<file path="src/design/edtt_pkg.sv">
package edtt_pkg;

  localparam int NODE_BITS   = 16;
  localparam int TOP_K       = 10;
  localparam int DEGREE_BITS = 32;

  localparam int NODE_COUNT = 1 << NODE_BITS;
  localparam int SLOT_BITS  = (TOP_K > 1) ? $clog2(TOP_K) : 1;
  localparam int QUEUE_DEPTH = 2;

  localparam logic ACT_ADD  = 1'b0;
  localparam logic ACT_READ = 1'b1;

  localparam logic [1:0] KIND_ACK   = 2'd0;
  localparam logic [1:0] KIND_ENTRY = 2'd1;
  localparam logic [1:0] KIND_EMPTY = 2'd2;

  typedef struct packed {
    logic        action;
    logic [15:0] from_node;
    logic [15:0] to_node;
  } in_item_t;

  typedef struct packed {
    logic [1:0]  kind;
    logic [15:0] entry_node;
    logic [31:0] entry_degree;
    logic [31:0] source_degree;
    logic [31:0] target_degree;
    logic [31:0] edges_seen;
    logic [16:0] nodes_seen;
    logic        last;
  } out_item_t;

  // Head of the request queue as seen by the back end.
  typedef struct packed {
    logic     valid;
    in_item_t item;
  } queue_head_t;

  // Control from the back end to the front end.
  typedef struct packed {
    logic pop;
    logic clearing;
  } back_ctrl_t;

  typedef enum logic [3:0] {
    ST_CLEAR,
    ST_IDLE,
    ST_READ,
    ST_UPDATE,
    ST_SCAN,
    ST_APPLY,
    ST_EMIT_ADD,
    ST_SORT,
    ST_LIST
  } back_state_t;

endpackage

</file>
<file path="src/design/edtt_front.sv">
module edtt_front (
  input  logic                 clk,
  input  logic                 rst,
  input  logic                 in_valid,
  output logic                 in_stall,
  input  edtt_pkg::in_item_t   in_data,
  input  edtt_pkg::back_ctrl_t ctrl,
  output edtt_pkg::queue_head_t head
);

  localparam int PTR_BITS = $clog2(edtt_pkg::QUEUE_DEPTH);

  edtt_pkg::in_item_t    slots [edtt_pkg::QUEUE_DEPTH];
  logic [PTR_BITS-1:0]   wr_ptr;
  logic [PTR_BITS-1:0]   rd_ptr;
  logic [PTR_BITS:0]     count;
  logic                  push;
  logic                  pop;

  assign in_stall = ctrl.clearing || (count == (PTR_BITS + 1)'(edtt_pkg::QUEUE_DEPTH));
  assign push = in_valid && !in_stall;
  assign pop  = ctrl.pop && (count != '0);

  assign head.valid = (count != '0);
  assign head.item  = slots[rd_ptr];

  always_ff @(posedge clk) begin
    if (rst) begin
      wr_ptr <= '0;
      rd_ptr <= '0;
      count  <= '0;
    end else begin
      if (push) begin
        wr_ptr <= (wr_ptr == PTR_BITS'(edtt_pkg::QUEUE_DEPTH - 1)) ? '0 : wr_ptr + 1'b1;
      end
      if (pop) begin
        rd_ptr <= (rd_ptr == PTR_BITS'(edtt_pkg::QUEUE_DEPTH - 1)) ? '0 : rd_ptr + 1'b1;
      end
      if (push && !pop) begin
        count <= count + 1'b1;
      end else if (pop && !push) begin
        count <= count - 1'b1;
      end
    end
  end

  always_ff @(posedge clk) begin
    if (push) begin
      slots[wr_ptr] <= in_data;
    end
  end

endmodule

</file>
<file path="config.mk">
export PLATFORM = sky130hd
export DESIGN_NAME = edtt_front
export DESIGN_NICKNAME = d
export VERILOG_FILES = /design/src/design/edtt_pkg.sv /design/src/design/edtt_front.sv
export SDC_FILE = /design/constraint.sdc
export NUM_CORES = 1
export LEC_CHECK = 0
export ABC_AREA = 1
export BUFFER_PORTS_ARGS = -buffer_cell sky130_fd_sc_hd__buf_2
export CORE_UTILIZATION = 35
export DETAILED_ROUTE_END_ITERATION = 10
export GPL_ROUTABILITY_DRIVEN = 0
export SYNTH_ARGS = -nofsm -noshare
export SYNTH_HDL_FRONTEND = slang
export SYNTH_SLANG_ARGS = --single-unit
</file>
<file path="constraint.sdc">
create_clock -name clk -period 4.9 [get_ports clk]
set_clock_uncertainty 0.1 [all_clocks]
set_input_delay 0.245 -clock clk [delete_from_list [all_inputs] [get_ports clk]]
set_output_delay 0.245 -clock clk [all_outputs]
set_load 0.02 [all_outputs]
</file>
==> run summary <==
Post-DP Area: 3220 µm²
Core Footprint: 7730 µm²
Mapped Cells: 143
Worst setup margin: 2.60 ns
Initial Utilization: 36.1%
Die width: 91.3 µm
Largest net degree at the start of global routing: 34
Vias: 1500
Arr. time, crit path: 1.95 ns
Hold Crit Class: in2reg
Final setup violation count: 0
Hold depth: 1
Worst Hold End: slots[1][32]
FF-to-FF setup slack: 2.96 ns
Total Wirelength: 4440 µm
Biggest area consumer among synthesized cells: edfxtp_1
Sequential power share: 50.4%
H-tree depth: 3
Initial DRC count: 54
# resized after CTS: 0
Die area: 8330 µm²
CTS tree: done
Post-synth cell types: 14
Internal power: 1.11 mW
CTS Buf Count: 9
Layout Nets: 287
Reg clk slew, reported paths: 0.06 ns
Worst slew pin tran: 1.11 ns
DRT Pass-1 Iters: 4
Setup crit end kind: primary output
Critical Path RT: 4.55 ns
Slew Viols, Final: 0
Origin of the worst min-delay path: in_data[32]
GRT Util Overall: 11.2%
Hold violation count in the final report: 0
Compound-Gate Fraction of Synth Area: 0.538%
Most Used Layer, Global Route: met2
Initial antenna violation count: 0
CP startpoint kind: flop
Xor and xnor area share after synthesis: 0%
Share of layout cells above drive strength 1: 47.0%
Fmax: 435 MHz
CTS Buffer Depth: 2
Synth warnings: 0
Period Utilization, post-route: 46.9%
Post-synthesis sequential area ratio: 74.6%
DRC violations left: 0
# diodes: 0
FF-to-FF End: slots[0][15]
R2R Path Start: count[0]
Setup tns final: 0 ns
Largest cells by area after synthesis: edfxtp_1, mux2_4, dfxtp_1
VDD IR max: 0.000230 V
P_leak: 1.47 nW
Met2 usage: 18.6%
Reg2Reg Depth: 4
Critical path peak fanout: 33
Worst hold slack: 0.0154 ns
Tmin final: 2.30 ns
Mean Syn Cell Area: 19.5 µm²
Vias in the first global route: 1523
Hpwl dp: 2840 µm
Post-layout util: 47.4%
Max-Cap Viols: 0
Crit path kind: reg2out
Worst relative slew slack: 26.0%
Psw: 0.379 mW
Footprint of the multi-input gates: 607 µm²
Synth Area in Adders: 0.448%
Logic pwr share: 20.2%
Post-synthesis mux area share: 17.4%
First-pass GRT wire length: 6970 µm
Share of the synthesized area in the top cell type: 71.0%
Design Area, Final: 3660 µm²
Vias per Instance: 4.23
FF/Latch Area: 2080 µm²
Main combinational cell family by area after synthesis: multiplexers
Area growth syn-to-layout: 31.2%
Input/output buffers: 72
CTS root buffer: clkbuf_8
P per Cell Area: 407 nW/µm²
Post-synthesis net count: 182
Synth Register Bits: 71
Met3 Usage GRT: 4.77%
Sw Ratio: 25.5%
Gr ovfl total: 0
Row cnt: 32
Routed Antenna Nets: 0
Vert. Die Dim: 91.3 µm
Outcome: complete, no violations
Filler Cells Inserted: 701
Clock power share: 29.4%
Ports: 73
Commonest non-fill, non-tap cell in the layout: buf_2
Global-route met1 utilization: 12.8%
Post-Place Setup Slack: 2.88 ns
CTS Sinks: 71
WL/cell: 12.5 µm
Worst skew pair latency: 0.32 ns
Post-synthesis simple-gate area fraction: 3.14%
Most frequent cells in the layout: buf_2, edfxtp_1, mux2_4, dlygate4sd3_1, nand2_1
RSZ-0062 raised after global routing: no
Mapped Area: 2790 µm²
[worst max path at each step]
stage	startpoint	end	slack, ns	depth (start not counted)
2_1_floorplan	count[0]	slots[0][0]	2.40	4
3_3_place_gp	flop	head[12]	2.89	2
3_5_place_dp	flop	head[13]	2.88	2
4_1_cts	flop	head[13]	2.51	2
5_1_grt	flop	head[13]	2.46	2
6_report	flop	head[13]	2.60	2
[sequential cells by signal (all words and copies together), names as in the netlist, named ones only]
signal  cells
slots      66
count       2
wr_ptr      1
rd_ptr      1
[cells in the mapped netlist]
| cell type | number |
|---|---|
| mux2_4 | 30 |
| nand4_1 | 2 |
| inv_1 | 10 |
| dfxtp_1 | 5 |
| edfxtp_1 | 66 |
| a21oi_1 | 2 |
| buf_6 | 1 |
| ha_1 | 1 |
| nand2_1 | 11 |
| mux2_2 | 3 |
| o21ai_0 | 1 |
| nor2_1 | 5 |
| nand3_1 | 3 |
| buf_12 | 3 |
[worst max-delay path, cell delays in order, from the launching register on]
cell and delay (ns):
dfxtp_2 1.05, mux2_2 0.42, buf_2 0.16
[stage by stage]
| step | total power, mW | instances |
|---|---|---|
| floorplan | 0.985 | 143 |
| global placement | 1.05 | 314 |
| detailed placement | 1.06 | 314 |
| CTS | 1.51 | 349 |
| global route | 1.56 | 355 |
| finish | 1.49 | 355 |
[routing by layer]
metal | routed length [µm] | vias to the layer above | part of all wire (%)
li1 | - | 741 | -
met3 | 271 | 5 | 6.1
met2 | 2140 | 47 | 48
met1 | 1970 | 707 | 44
met5 | 0 | - | 0
met4 | 60 | 0 | 1.4
[final cells by class]
class	instances	area share (%)
clock buffer	14	4.17
inverter	10	1.03
tap	102	3.49
clock inverter	2	0.923
timing repair buffer	98	16.9
multi-input combinational	58	16.6
sequential	71	56.9
[power groups by stage]
stage	clock (mW)	combinational (mW)	sequential, mW
2_1_floorplan	0	0.254	0.731
3_3_place_gp	0	0.287	0.764
3_5_place_dp	0	0.289	0.766
4_1_cts	0.452	0.302	0.753
5_1_grt	0.476	0.325	0.757
6_report	0.437	0.300	0.751
[what timing repair did]
action	in CTS	in global routing
buffers inserted	0	0
hold endpoints to repair	36	11
hold buffers	19	6
setup endpoints to repair	0	0
[cell families (layout without fill, tap and decap cells)]
logic type | Yosys count | in the layout
flops | 71 | 71
mux | 33 | 33
compound gates | 3 | 3
buf+inv | 14 | 124
simple gates | 21 | 21
fa+ha+maj | 1 | 1
Power figures use the tool's default switching activity.
